<file path="config.mk">
export PLATFORM = sky130hd
export DESIGN_NAME = url_percent_decoder_top
export DESIGN_NICKNAME = d
export VERILOG_FILES = /design/src/rtl/core/upd_pkg.sv /design/src/rtl/core/upd_front.sv /design/src/rtl/core/upd_queue.sv /design/src/rtl/core/upd_back.sv /design/src/rtl/core/url_percent_decoder_top.sv
export SDC_FILE = /design/constraint.sdc
export NUM_CORES = 1
export LEC_CHECK = 0
export ABC_AREA = 1
export BUFFER_PORTS_ARGS = -buffer_cell sky130_fd_sc_hd__buf_2
export CORE_MARGIN = 1
export CORE_UTILIZATION = 40
export DETAILED_ROUTE_END_ITERATION = 7
export PLACE_DENSITY = 0.52
export REMOVE_ABC_BUFFERS = 1
export SYNTH_ARGS = -nofsm -noshare
export SYNTH_HDL_FRONTEND = slang
export SYNTH_SLANG_ARGS = --single-unit
</file>
<file path="constraint.sdc">
create_clock -name clock -period 5.7 [get_ports clock]
set_input_delay 0.285 -clock clock [delete_from_list [all_inputs] [get_ports clock]]
set_output_delay 0.285 -clock clock [all_outputs]
set_load 0.005 [all_outputs]
</file>
<file path="src/rtl/core/upd_pkg.sv">
// Shared types, character codes and hex helpers for the URL percent decoder.
`default_nettype none
package upd_pkg;

   // Character codes
   localparam logic [7:0] CHAR_PLUS    = 8'h2B;
   localparam logic [7:0] CHAR_PERCENT = 8'h25;
   localparam logic [7:0] CHAR_SPACE   = 8'h20;
   localparam int         HEX_RADIX    = 16;
   localparam int         NIBBLE_W     = $clog2(HEX_RADIX);

   // Request bundle queue between the front and back parts
   localparam int MAX_OUT     = 3;
   localparam int SLOT_W      = $clog2(MAX_OUT);
   localparam int QUEUE_DEPTH = 4;
   localparam int QPTR_W      = $clog2(QUEUE_DEPTH);
   localparam int QCNT_W      = $clog2(QUEUE_DEPTH + 1);

   // Escape tracking
   typedef enum logic [1:0] {
      PH_IDLE  = 2'd0,
      PH_PCT   = 2'd1,
      PH_DIGIT = 2'd2
   } phase_type;

   // Decoded bytes caused by one request
   typedef struct packed {
      logic [MAX_OUT-1:0][7:0] data;
      logic [SLOT_W-1:0]       count;
      logic                    fin;
   } bundle_type;

   function automatic logic is_hex(input logic [7:0] c);
      logic res;
      res = (c >= 8'h30 && c <= 8'h39) || (c >= 8'h41 && c <= 8'h46) ||
            (c >= 8'h61 && c <= 8'h66);
      return res;
   endfunction

   function automatic logic [NIBBLE_W-1:0] hex_val(input logic [7:0] c);
      logic [7:0] diff;
      diff = 8'h00;
      if (c >= 8'h30 && c <= 8'h39) begin
         diff = c - 8'h30;
      end else if (c >= 8'h41 && c <= 8'h46) begin
         diff = c - 8'h37;
      end else if (c >= 8'h61 && c <= 8'h66) begin
         diff = c - 8'h57;
      end
      return diff[NIBBLE_W-1:0];
   endfunction

endpackage
`default_nettype wire

</file>
<file path="src/rtl/core/upd_front.sv">
// Front part: accepts encoded bytes, tracks the escape and builds result bundles.
`default_nettype none
module upd_front (
   input  wire logic                clock,
   input  wire logic                reset,
   input  wire logic                req_valid,
   output logic                     req_ready,
   input  wire logic [7:0]          req_in_byte,
   input  wire logic                req_in_final,
   input  wire logic                q_full,
   output logic                     q_push,
   output upd_pkg::bundle_type      q_bundle
);
   import upd_pkg::*;

   phase_type   phase_ff, phase_in;
   logic [7:0]  held_ff, held_in;
   logic        accept;
   logic        do_plain;
   logic        c_hex;
   logic [MAX_OUT-1:0][7:0] slot;
   logic [SLOT_W-1:0]       cnt;

   assign req_ready = !q_full;
   assign accept    = req_valid && req_ready;
   assign c_hex     = is_hex(req_in_byte);

   // Classify the byte against the pending escape and collect outputs
   always_comb begin
      slot     = '0;
      cnt      = '0;
      phase_in = phase_ff;
      held_in  = held_ff;
      do_plain = 1'b0;
      case (phase_ff)
         PH_PCT: begin
            if (c_hex) begin
               held_in  = req_in_byte;
               phase_in = PH_DIGIT;
            end else begin
               phase_in  = PH_IDLE;
               slot[cnt] = CHAR_PERCENT;
               cnt       = cnt + 1'b1;
               do_plain  = 1'b1;
            end
         end
         PH_DIGIT: begin
            phase_in = PH_IDLE;
            held_in  = 8'h00;
            if (c_hex) begin
               slot[cnt] = {hex_val(held_ff), hex_val(req_in_byte)};
               cnt       = cnt + 1'b1;
            end else begin
               slot[cnt] = CHAR_PERCENT;
               cnt       = cnt + 1'b1;
               slot[cnt] = held_ff;
               cnt       = cnt + 1'b1;
               do_plain  = 1'b1;
            end
         end
         default: begin
            phase_in = PH_IDLE;
            do_plain = 1'b1;
         end
      endcase

      // Decode the byte with no escape pending
      if (do_plain) begin
         if (req_in_byte == CHAR_PLUS) begin
            slot[cnt] = CHAR_SPACE;
            cnt       = cnt + 1'b1;
         end else if (req_in_byte == CHAR_PERCENT) begin
            phase_in = PH_PCT;
         end else begin
            slot[cnt] = req_in_byte;
            cnt       = cnt + 1'b1;
         end
      end

      // Flush whatever is held at string end
      if (req_in_final) begin
         if (phase_in == PH_PCT) begin
            slot[cnt] = CHAR_PERCENT;
            cnt       = cnt + 1'b1;
         end else if (phase_in == PH_DIGIT) begin
            slot[cnt] = CHAR_PERCENT;
            cnt       = cnt + 1'b1;
            slot[cnt] = held_in;
            cnt       = cnt + 1'b1;
         end
         phase_in = PH_IDLE;
         held_in  = 8'h00;
      end
   end

   assign q_push         = accept && (cnt != '0);
   assign q_bundle.data  = slot;
   assign q_bundle.count = cnt;
   assign q_bundle.fin   = req_in_final;

   // Advance escape state on each accepted request
   always_ff @(posedge clock) begin
      if (reset) begin
         phase_ff <= PH_IDLE;
         held_ff  <= 8'h00;
      end else if (accept) begin
         phase_ff <= phase_in;
         held_ff  <= held_in;
      end
   end

`ifndef SYNTHESIS
   a_fin_clears: assert property (@(posedge clock) disable iff (reset)
      accept && req_in_final |=> phase_ff == PH_IDLE && held_ff == 8'h00)
      else $error("escape state not cleared after final byte");
   a_fin_emits: assert property (@(posedge clock) disable iff (reset)
      accept && req_in_final |-> q_push)
      else $error("final byte produced no result");
   a_silent_holds: assert property (@(posedge clock) disable iff (reset)
      accept && !q_push |=> phase_ff != PH_IDLE)
      else $error("request dropped without holding an escape");
`endif

endmodule
`default_nettype wire

</file>
<file path="src/rtl/core/upd_queue.sv">
// Short bundle queue between the front and back parts.
`default_nettype none
module upd_queue (
   input  wire logic                clock,
   input  wire logic                reset,
   input  wire logic                push,
   input  wire upd_pkg::bundle_type push_bundle,
   output logic                     full,
   input  wire logic                pop,
   output logic                     head_valid,
   output upd_pkg::bundle_type      head
);
   import upd_pkg::*;

   bundle_type          mem [QUEUE_DEPTH];
   logic [QPTR_W-1:0]   wr_ptr_ff, wr_ptr_in;
   logic [QPTR_W-1:0]   rd_ptr_ff, rd_ptr_in;
   logic [QCNT_W-1:0]   count_ff, count_in;
   logic                do_push, do_pop;

   assign full       = count_ff == QCNT_W'(QUEUE_DEPTH);
   assign head_valid = count_ff != '0;
   assign head       = mem[rd_ptr_ff];
   assign do_push    = push && !full;
   assign do_pop     = pop && head_valid;

   // Advance pointers and fill count
   always_comb begin
      wr_ptr_in = do_push ? wr_ptr_ff + 1'b1 : wr_ptr_ff;
      rd_ptr_in = do_pop ? rd_ptr_ff + 1'b1 : rd_ptr_ff;
      count_in  = count_ff;
      if (do_push && !do_pop) begin
         count_in = count_ff + 1'b1;
      end else if (do_pop && !do_push) begin
         count_in = count_ff - 1'b1;
      end
   end

   always_ff @(posedge clock) begin
      if (reset) begin
         wr_ptr_ff <= '0;
         rd_ptr_ff <= '0;
         count_ff  <= '0;
      end else begin
         wr_ptr_ff <= wr_ptr_in;
         rd_ptr_ff <= rd_ptr_in;
         count_ff  <= count_in;
      end
   end

   // Store pushed bundles
   always_ff @(posedge clock) begin
      if (do_push) begin
         mem[wr_ptr_ff] <= push_bundle;
      end
   end

`ifndef SYNTHESIS
   a_no_overflow: assert property (@(posedge clock) disable iff (reset)
      push |-> !full)
      else $error("push into full queue");
   a_no_underflow: assert property (@(posedge clock) disable iff (reset)
      pop |-> head_valid)
      else $error("pop from empty queue");
   a_count_range: assert property (@(posedge clock) disable iff (reset)
      count_ff <= QCNT_W'(QUEUE_DEPTH))
      else $error("queue count out of range");
   a_ptr_track: assert property (@(posedge clock) disable iff (reset)
      count_ff == '0 || count_ff == QCNT_W'(QUEUE_DEPTH) |-> wr_ptr_ff == rd_ptr_ff)
      else $error("queue pointers disagree with count");
`endif

endmodule
`default_nettype wire

</file>
<file path="src/rtl/core/upd_back.sv">
// Back part: unpacks bundles to its register one byte a cycle unless stalled.
`default_nettype none
module upd_back (
   input  wire logic                clock,
   input  wire logic                reset,
   input  wire logic                head_valid,
   input  wire upd_pkg::bundle_type head,
   output logic                     pop,
   output logic                     rsp_valid,
   input  wire logic                rsp_ready,
   output logic [7:0]               rsp_out_byte,
   output logic                     rsp_run_last,
   output logic                     rsp_string_end
);
   import upd_pkg::*;

   logic [SLOT_W-1:0] idx_ff, idx_in;
   logic              valid_ff, valid_in;
   logic [7:0]        byte_ff;
   logic              run_last_ff;
   logic              string_end_ff;
   logic              load;
   logic              last;

   assign load = head_valid && (!valid_ff || rsp_ready);
   assign last = idx_ff == head.count - 1'b1;
   assign pop  = load && last;

   // Step through the slots of the head bundle
   always_comb begin
      idx_in   = idx_ff;
      valid_in = valid_ff && !rsp_ready;
      if (load) begin
         idx_in   = last ? '0 : idx_ff + 1'b1;
         valid_in = 1'b1;
      end
   end

   always_ff @(posedge clock) begin
      if (reset) begin
         idx_ff   <= '0;
         valid_ff <= 1'b0;
      end else begin
         idx_ff   <= idx_in;
         valid_ff <= valid_in;
      end
   end

   // Load the output register
   always_ff @(posedge clock) begin
      if (load) begin
         byte_ff       <= head.data[idx_ff];
         run_last_ff   <= last;
         string_end_ff <= last && head.fin;
      end
   end

   assign rsp_valid      = valid_ff;
   assign rsp_out_byte   = byte_ff;
   assign rsp_run_last   = run_last_ff;
   assign rsp_string_end = string_end_ff;

`ifndef SYNTHESIS
   a_idx_in_bundle: assert property (@(posedge clock) disable iff (reset)
      head_valid |-> idx_ff < head.count)
      else $error("slot index beyond bundle");
   a_end_is_last: assert property (@(posedge clock) disable iff (reset)
      valid_ff && string_end_ff |-> run_last_ff)
      else $error("string end on a non-final result");
   a_idx_rest: assert property (@(posedge clock) disable iff (reset)
      !head_valid |-> idx_ff == '0)
      else $error("slot index left mid-bundle");
`endif

endmodule
`default_nettype wire

</file>
<file path="src/rtl/core/url_percent_decoder_top.sv">
// Top level of the streaming URL form percent decoder.
// Results of a request pass through the bundle queue, then the back output register.
// Throughput: one request per cycle while each yields at most one result and
// rsp_ready is high; the back part emits one decoded byte per cycle while rsp_ready
// is high, so the four-entry queue absorbs broken escapes (up to three results).
// Reset (synchronous, active high) clears the escape state, the queue and the output.
`default_nettype none
module url_percent_decoder_top (
   input  wire logic        clock,
   input  wire logic        reset,
   input  wire logic        req_valid,
   output logic             req_ready,
   input  wire logic [7:0]  req_in_byte,
   input  wire logic        req_in_final,
   output logic             rsp_valid,
   input  wire logic        rsp_ready,
   output logic [7:0]       rsp_out_byte,
   output logic             rsp_run_last,
   output logic             rsp_string_end
);
   import upd_pkg::*;

   logic       q_full;
   logic       q_push;
   bundle_type q_bundle;
   logic       q_pop;
   logic       q_head_valid;
   bundle_type q_head;

   upd_front u_front (
      .clock        (clock),
      .reset        (reset),
      .req_valid    (req_valid),
      .req_ready    (req_ready),
      .req_in_byte  (req_in_byte),
      .req_in_final (req_in_final),
      .q_full       (q_full),
      .q_push       (q_push),
      .q_bundle     (q_bundle)
   );

   upd_queue u_queue (
      .clock       (clock),
      .reset       (reset),
      .push        (q_push),
      .push_bundle (q_bundle),
      .full        (q_full),
      .pop         (q_pop),
      .head_valid  (q_head_valid),
      .head        (q_head)
   );

   upd_back u_back (
      .clock          (clock),
      .reset          (reset),
      .head_valid     (q_head_valid),
      .head           (q_head),
      .pop            (q_pop),
      .rsp_valid      (rsp_valid),
      .rsp_ready      (rsp_ready),
      .rsp_out_byte   (rsp_out_byte),
      .rsp_run_last   (rsp_run_last),
      .rsp_string_end (rsp_string_end)
   );

endmodule
`default_nettype wire
</file>
* Yosys cells after proc, flatten, opt, wreduce, memory -nomap -nowiden
Memory sizes are Yosys's and may differ from the RTL's. A register that Yosys moved wholly into a read port is not among the register bits.
Cells that the tools add are included.
** Word-level totals
- Flip-flop bits (word level) :: 30
- RAM bits :: 108
- Input bits :: 13
- Word-level logic and storage cells :: 145
- Memories kept :: 1
** Memory list
- u_queue.mem :: words 4, bits a word 27, read ports 1, clocked after Yosys merged registers in 1, write ports 1, line upd_queue.sv:15 : bundle_type mem [QUEUE_DEPTH];
** Operators by class
- $add $sub $neg :: 15
- $lt $le $gt $ge :: 19
- Eq/ne operators :: 8
- Mux-type cells :: 55
- Bitwise logic cells :: 6
- Reduce and logical (&&, ||, !) cells :: 31
** Operators by type and width (number)
- two-way mux 24 bit :: 6
- two-way mux 8 bit :: 9
- bitwise mux 24 bit :: 2
- demux 8 bit (select 2 bit) :: 3
- >= comparator 8 x 7 -> 1 bit, second input constant :: 4
- <= comparator 8 x 7 -> 1 bit, second input constant :: 4
- two-way mux 2 bit :: 16
- one-hot mux 8 bit (2 select lines) :: 2
- two-way mux 4 bit :: 6
- AND 14 x 21 -> 21 bit :: 1
- NOT 21 bit :: 1
- logical AND 1 bit :: 19
- binary-select mux 8 bit (select 2 bit) :: 1
- == test 8 x 6 -> 1 bit, second input constant :: 2
- >= comparator 8 x 6 -> 1 bit, second input constant :: 2
- <= comparator 8 x 6 -> 1 bit, second input constant :: 2
- subtractor 4 x 3 -> 4 bit, second input constant :: 4
- AND 15 bit :: 1
- NOT 15 bit :: 1
- adder 2 x 1 -> 2 bit, second input constant :: 6
- < comparator 2 x 3 -> 1 bit, second input constant :: 4
- OR 9 bit :: 1
- subtractor 4 x 1 -> 4 bit, second input constant :: 2
- >= comparator 2 x 1 -> 1 bit, second input constant :: 3
- other kinds (17) :: 32

* Longest topological paths before layout
Gate-level depths: netlist of run 1.
- Depth after elaboration :: 22
- Gate-level depth with buffers :: 33
- Mapped depth without buffers :: 33

* Cells and area by module
From an unflattened synthesis of run 1, not the netlist that was laid out.
** Second synthesis, totals
- Cell total of the unflattened synthesis :: 767
- Area total of the unflattened synthesis :: 7247.0 µm²
** Modules (own cells, without submodules)
- upd_queue :: times used 1, cells each 330, area an instance 4549.4 µm²
- upd_front :: times used 1, cells each 354, area an instance 1984.4 µm²
- upd_back :: times used 1, cells each 83, area an instance 713.2 µm²

* Worst setup path after synthesis of run 1
OpenSTA, ideal clock, no wires.
- Kind :: input to register
- From :: input port req_in_byte[0]
- To :: memory u_queue.mem[0][0] (netlist name) (enable)
- Setup time :: 0.411 ns
- Arrival :: 4.140 ns
- Data required time :: 5.289 ns
- Setup slack :: 1.149 ns
- Stages :: 26
- Buffers on the path :: 0
- Path through :: clkinv_1 ha_1 inv_1 nor2_1 nand2_1 nand2_1 nor2_2 nor2_8 nand2_4 nand2_4 nand2_2 inv_1 ha_1 or2_2 nand3_2 ha_1 inv_1 nor2_1 nand2_1 nand3_1 nand2_1 nand2_1 nand2_2 nand2_4 nand2_4 nor2_1
** Between the ends
- Longest elaborated chain between the ends :: 20
** RTL lines
- from (decl) :: line url_percent_decoder_top.sv:13 : input wire logic [7:0] req_in_byte,
- >= comparator 8 x 6 -> 1 bit, or another cell as far along :: line upd_pkg.sv:35 : res = (c >= 8'h30 && c <= 8'h39) || (c >= 8'h41 && c <= 8'h46) ||
- logical AND 1 bit :: line upd_pkg.sv:35
- logical OR 1 bit (2 in series) :: line upd_pkg.sv:35
- two-way mux 2 bit or two-way mux 1 bit (tied branches) :: line upd_front.sv:50, upd_front.sv:37
- one-hot mux 2 bit (2 select lines) :: line upd_front.sv:35 : case (phase_ff)
- adder 2 x 1 -> 2 bit :: line upd_front.sv:71, upd_front.sv:76
- two-way mux 2 bit :: line upd_front.sv:72 : end else if (req_in_byte == CHAR_PERCENT) begin
- two-way mux 2 bit :: line upd_front.sv:69 : if (req_in_byte == CHAR_PLUS) begin
- [... 3 more ...]
- two-way mux 2 bit :: line upd_front.sv:85 : end else if (phase_in == PH_DIGIT) begin
- two-way mux 2 bit :: line upd_front.sv:82 : if (phase_in == PH_PCT) begin
- two-way mux 2 bit * :: line upd_front.sv:81 : if (req_in_final) begin
- nonzero test 2 bit * :: line upd_front.sv:96 : assign q_push = accept && (cnt != '0);
- logical AND 1 bit * :: line upd_front.sv:96
- logical AND 1 bit * :: line upd_queue.sv:24 : assign do_push = push && !full;
- two-way mux 1 bit * :: line upd_queue.sv:53 : if (do_push) begin
- two-way mux 1 bit (not written as such) * :: line upd_queue.sv:54 : mem[wr_ptr_ff] <= push_bundle;
- to (decl) :: line upd_queue.sv:15
Mark *: on every way between the ends. The rest lies on a longest branch, timed or not.

* Final worst setup path of run 1
- From :: input port req_in_byte[0]
- To :: register u_queue.count_ff[2]
** Between the ends
- Longest elaborated chain between the ends :: 21
** RTL lines
- >= comparator 8 x 6 -> 1 bit, or another cell as far along :: line upd_pkg.sv:35
- logical AND 1 bit :: line upd_pkg.sv:35
- logical OR 1 bit (2 in series) :: line upd_pkg.sv:35
- two-way mux 2 bit or two-way mux 1 bit (tied branches) :: line upd_front.sv:50, upd_front.sv:37
- one-hot mux 2 bit (2 select lines) :: line upd_front.sv:35
- adder 2 x 1 -> 2 bit :: line upd_front.sv:71, upd_front.sv:76
- two-way mux 2 bit :: line upd_front.sv:72
- two-way mux 2 bit :: line upd_front.sv:69
- [... 5 more ...]
- two-way mux 2 bit * :: line upd_front.sv:81
- nonzero test 2 bit * :: line upd_front.sv:96
- logical AND 1 bit * :: line upd_front.sv:96
- logical AND 1 bit * :: line upd_queue.sv:24
- named net u_queue.do_push :: line upd_queue.sv:19 : logic do_push, do_pop;
- logical NOT 1 bit :: line upd_queue.sv:34 : end else if (do_pop && !do_push) begin
- logical AND 1 bit :: line upd_queue.sv:34
- nonzero test 2 bit (no line)
- to (signal assigned) :: line upd_queue.sv:47 : count_ff <= count_in;
- to (decl) :: line upd_queue.sv:18 : logic [QCNT_W-1:0] count_ff, count_in;
Mark *: on every way through the listed nets, which the timed path passes. The rest lies on a longest branch.
A chain may end at the register's enable or synchronous reset.

==> flow_summary.yaml, run 1 <==
status:
  status: "finished clean"
worst_setup_path:
  cp_num_buf_inv: 7
  cp_slowest_stage_delay_ns: 0.38
  cp_data_required_time_ns: 6.01
  slowest_stage: "fa_1"
  critPathMaxFanout: 14
  crit_path_start_kind: "input port"
  rrSetupSlack_ns: 1.85
  crit_arrival_ns: 4.66
  path_common_cell: "nand2_1"
  critical-path-top-delay-family: "simple AND/OR/NAND/NOR gates"
  crit_path_end_kind: "register"
  critPathKind: "input port to register"
detailed_routing:
  drt_pass1_iterations: 5
  vias: 5515
  vias_per_cell: 5.49
  first_iter_violations: 397
  wl_per_cell_um: 19.0
  drc_errors: 0
  routed_wl_um: 19100
  drt.antenna.violating_nets: 0
clocking:
  cts_buffers: 17
  cts.root.buffer_cell: "clkbuf_16"
  cts_resized: 0
  clockBufferDepth: 2
  cts_setup_buffers: 0
  holdBufCountCts: 0
  cts_tree: "built"
  htreeDepth: 4
  clk_pin_slew_ns: 0.06
  insertion_delay_ns: 0.42
  clock-sinks: 140
yosys:
  syn_avg_cell_area_sq_um: 9.58
  ys_types: 42
  ys.flop_type: "edfxtp_1"
  synth-edff-count: 118
  synth_cells: 740
  ys_seq_area_share_pct: 56.2
  yosys_warnings: 0
  syn_area_sq_um: 7090
  async_flop_share_pct: 0
  ys_ff_latch: 140
grt:
  grt_overflow_total: 0
  grt_use_total_pct: 22.3
  first_global_vias: 5364
  antenna_found_initial: 0
  grt_pass1_wl_um: 29900
  grt_max_degree: 56
timing:
  max_freq_mhz: 230
  hold_viol: 0
  setup_viol: 0
  slew_viol_final: 0
  setup_tns_ns: 0
  rsz0062_at_grt: "false"
  period_share_pct: 76.4
  clock_skew_ns: 0.0113
  slew-limit-headroom_pct: 39.3
  tightest_slew_ns: 0.909
  layout_min_cycle_time_ns: 4.35
placement:
  port_buffers: 24
  place_congestion: 0.926
  dp.cells: 974
  hpwl_um: 12800
finish:
  layout_common_cells: "118 x edfxtp_1, 102 x nand2_1, 98 x nor2_1, 79 x o21ai_0, 78 x inv_1"
  drive_gt1_share_pct: 12.4
  fillers: 1686
  diodes: 0
  nNetsFinal: 804
  stdcell_count: 1005
  layout_commonest_cell: "edfxtp_1"
  multiInputGateArea_sq_um: 2670
  seq_area_sq_um: 3980
  area_growth_pct: 12.7
run:
  max_cap_viol_count: 0
die:
  initial_core_util_pct: 41.0
  dieArea_sq_um: 18300
  die_h_um: 135
  io_pins: 25
  rows: 48
  die_w_um: 135
  core_sq_um: 17300
power:
  p_leak_uw: 0.00302
  ir_drop_v: 0.000229
  cellPowerDensity_nw_per_um2: 364
min_path:
  hold_class: "input port to register"
==> routing by layer <==
| layer | GRT usage [%] | vias to the layer above | wire, um |
|---|---|---|---|
| met5 | 0 | - | 0 |
| met4 | 8.80 | 0 | 421 |
| met3 | 4.43 | 31 | 851 |
| met2 | 36.3 | 161 | 9290 |
| met1 | 29.2 | 2678 | 8560 |
| li1 | - | 2645 | - |
==> synth_stat cells (3+ instances only) <==
| cell type | instances | area share, % |
|---|---|---|
| o21ai_0 | 79 | 5.6 |
| nand2_4 | 7 | 1.1 |
| o21ai_1 | 11 | 0.78 |
| nand4_1 | 5 | 0.44 |
| nand3_2 | 6 | 0.85 |
| nor2_1 | 99 | 5.2 |
| nand2_1 | 102 | 5.4 |
| a22oi_1 | 8 | 0.85 |
| ha_1 | 22 | 3.9 |
| clkbuf_1 | 22 | 1.2 |
| o211ai_1 | 10 | 1.1 |
| o221ai_1 | 11 | 1.4 |
| xor2_1 | 3 | 0.37 |
| inv_1 | 78 | 4.1 |
| nand2_2 | 6 | 0.53 |
| inv_2 | 8 | 0.42 |
| o32ai_1 | 3 | 0.37 |
| edfxtp_1 | 118 | 50 |
| a21oi_1 | 30 | 2.1 |
| buf_2 | 4 | 0.28 |
| o22ai_1 | 29 | 2.6 |
| nand3_1 | 18 | 1.3 |
| nor2_2 | 6 | 0.53 |
| dfxtp_1 | 22 | 6.2 |
| nor3_1 | 10 | 0.71 |
==> per-stage QoR <==
stage	cell area [sq um]	power (uW)	hold WS, ns	setup WS [ns]	utilization (%)
finish	7990	2910	0.144	1.35	46.2
global route	7990	3060	0.169	0.944	46.2
CTS	7990	2940	0.122	1.38	46.2
detailed placement	7470	1970	0.485	0.929	43.2
global placement	7470	1960	0.465	1.07	43.2
floorplan	6980	1710	0.354	1.09	-
==> path summary, 6_finish.rpt <==
check	from	end	cells after the start
worst min register to register	u_front.phase_ff[1]$_SDFFE_PP0P_	u_front.phase_ff[1]$_SDFFE_PP0P_	2
worst max-delay path	req_in_byte[0]	u_queue.count_ff[2]$_SDFFE_PP0P_	34
worst max register to register	u_front.phase_ff[1]$_SDFFE_PP0P_	u_queue.count_ff[2]$_SDFFE_PP0P_	26
worst min-delay path	rsp_ready	u_back.rsp_valid$_SDFF_PP0_	4
==> flip-flops by register name (all words and copies together) (netlist names), named ones only <==
signal / cells
u_back.rsp_string_end: 1
u_back.rsp_valid: 1
u_back.idx_ff: 2
u_queue.wr_ptr_ff: 2
u_back.rsp_out_byte: 8
u_queue.rd_ptr_ff: 2
u_queue.count_ff: 3
u_queue.mem: 108
u_front.held_ff: 8
u_front.phase_ff: 2
u_back.rsp_run_last: 1
==> final cells by class <==
type	instances	share of cell area, %
multi-input combinational	485	33.4
timing repair buffer	35	2.54
clock buffer	20	5.47
sequential	140	49.9
inverter	89	4.21
tap	225	3.52
clock inverter	11	0.987
==> cell families (layout without fill, tap and decap cells) <==
group | Yosys count | after routing | synth area share, %
adder cells (fa/ha/maj) | 23 | 23 | 4.17
XOR/XNOR | 3 | 3 | 0.371
AO/OA/AOI/OAI | 195 | 195 | 16.3
AND/OR/NAND/NOR | 264 | 264 | 16.7
buffers and inverters | 115 | 155 | 6.20
flip-flops | 140 | 140 | 56.2
==> power breakdown <==
part	internal (uW)	switching, uW	total (uW)	leakage (uW)
Clock	585	386	971	0.000247
Combinational	202	430	632	0.00150
Sequential	1270	36.9	1300	0.00127
==> tightest hold or removal path: stages <==
cell	delay [ns]
buf_2	0.09
o21ai_0	0.06
nand2_1	0.05
inv_1	0.03
No activity file was read; power rests on OpenSTA's default activity.
==> run 2: changes to the inputs <==
Clock period 5.7 ns to 4.5 ns, I/O delays scaled along.
==> run 2 against run 1 <==
Global-route usage up 0.10 points; largest cell class unchanged; critical endpoint unchanged; sequential share of layout area down 1.1 points; largest power group unchanged; final area up 2.3%.
==> flow_summary.yaml, run 2 (synthesis results as in run 1) <==
timing:
  clock_skew_ns: 0.00716
  tightest_slew_ns: 0.920
  setup_tns_ns: 0
  slew-limit-headroom_pct: 38.6
  layout_min_cycle_time_ns: 3.95
  rsz0062_at_grt: "false"
  period_share_pct: 87.8
  setup_viol: 0
  holdWs_ns: 0.0798
  slew_viol_final: 0
  hold_viol: 0
  max_freq_mhz: 253
  timing.final.ws_setup_ns: 0.547
clocking:
  cts_resized: 0
  clockBufferDepth: 2
  cts.root.buffer_cell: "clkbuf_16"
  holdBufCountCts: 0
  htreeDepth: 4
  cts_setup_buffers: 0
  cts_tree: "built"
  insertion_delay_ns: 0.42
  cts_buffers: 17
  clk_pin_slew_ns: 0.06
  clock-sinks: 140
min_path:
  whs_endpoint: "u_back.rsp_valid$_SDFF_PP0_"
  hold_class: "input port to register"
  worstHoldStart: "rsp_ready"
  hold_depth: 4
placement:
  hpwl_um: 13400
  port_buffers: 24
  post-place-ws_ns: 0.109
  place_congestion: 0.885
worst_setup_path:
  cp_data_required_time_ns: 4.80
  slowest_stage: "fa_1"
  path_common_cell: "nand2_1"
  critPathKind: "input port to register"
  r2r-end: "u_queue.count_ff[2]$_SDFFE_PP0P_"
  critPathMaxFanout: 6
  rrSetupSlack_ns: 0.60
  crit_path_end_kind: "register"
  crit_path_start_kind: "input port"
  crit_arrival_ns: 4.25
  cp_slowest_stage_delay_ns: 0.38
  rr_worst_depth: 25
  r2r_start: "u_front.phase_ff[0]$_SDFFE_PP0P_"
die:
  die_h_um: 135
  core_sq_um: 17300
  dieArea_sq_um: 18300
  rows: 48
  io_pins: 25
  initial_core_util_pct: 41.0
  die_w_um: 135
detailed_routing:
  vias_per_cell: 5.45
  drt_pass1_iterations: 5
  drt.antenna.violating_nets: 0
  vias: 5494
  first_iter_violations: 331
  drc_errors: 0
  routed_wl_um: 19400
  wl_per_cell_um: 19.3
power:
  cellPowerDensity_nw_per_um2: 481
  ir_drop_v: 0.000259
  report.power.total_uw: 3930
  p_leak_uw: 0.00310
grt:
  grt_overflow_total: 0
  antenna_found_initial: 0
  first_global_vias: 5409
  grt_max_degree: 47
  grt_pass1_wl_um: 30200
  grt_use_total_pct: 22.4
run:
  max_cap_viol_count: 0
finish:
  layout_common_cells: "118 x edfxtp_1, 102 x nand2_1, 98 x nor2_1, 79 x o21ai_0, 78 x inv_1"
  fin_util_pct: 47.2
  drive_gt1_share_pct: 13.8
  diodes: 0
  regMostFlops: "u_queue.mem"
  area_growth_pct: 15.2
  nNetsFinal: 806
  largest_reg_flops: 108
  layout_commonest_cell: "edfxtp_1"
status:
  status: "finished clean"
run 2: changes by cell type in the layout (fill, tap and decap cells not counted):
cell       before  now
inv_8           0    1
clkinv_1        7    2
clkbuf_8        0    2
buf_4          11    9
clkinv_4        0    3
clkbuf_1        3    0
buf_12          0    4
inv_6           0    4
bufinv_16       1    3
clkinv_2        3    0
run 2: worst max-delay path: cells and delay by family:
family          cells  cell delay, ns
compound gates      4            0.47
fa+ha+maj           5            1.17
buf+inv             6            0.51
simple gates       18            1.86
run 2: layer usage:
metal	track usage, %	up-vias	wire length [um]
li1	-	2653	-
met1	28.7	2660	8700
met2	37.4	147	9520
met3	4.17	34	806
met4	8.74	0	415
met5	0	-	0
run 2: area by class of cell:
class	count	area, sq um
fillers	1648	9130
flip-flops and latches	140	3980
multi-input cells	485	2670
clock buffers	19	453
inverters	89	337
well taps	225	282
repair buffers	37	268
clock inverters	13	178
run 2: report_power, final:
group	switching (uW)	internal (uW)	total, uW
clock network	551	914	1460
logic	520	266	786
registers	70.9	1600	1670
total	1140	2780	3930
run 2: worst max path at each step:
stage                         from                          endpoint  cells past startpoint  slack [ns]
finish              req_in_byte[1]  u_queue.count_ff[2]$_SDFFE_PP0P_                     33        0.55
detailed placement  req_in_byte[1]  u_queue.count_ff[2]$_SDFFE_PP0P_                     33        0.11
CTS                 req_in_byte[1]  u_queue.count_ff[2]$_SDFFE_PP0P_                     33        0.56
global placement    req_in_byte[1]  u_queue.count_ff[2]$_SDFFE_PP0P_                     33        0.28
floorplan           req_in_byte[0]       u_queue.mem[0][0]$_DFFE_PP_                     26       -0.05
global route        req_in_byte[1]  u_queue.count_ff[2]$_SDFFE_PP0P_                     33        0.27
run 2: stage by stage:
stage | cells | instance area, sq um
final | 1008 | 8170
after global routing | 1008 | 8170
after CTS | 1008 | 8170
after detailed placement | 976 | 7540
after global placement | 976 | 7540
after floorplan | 714 | 6980
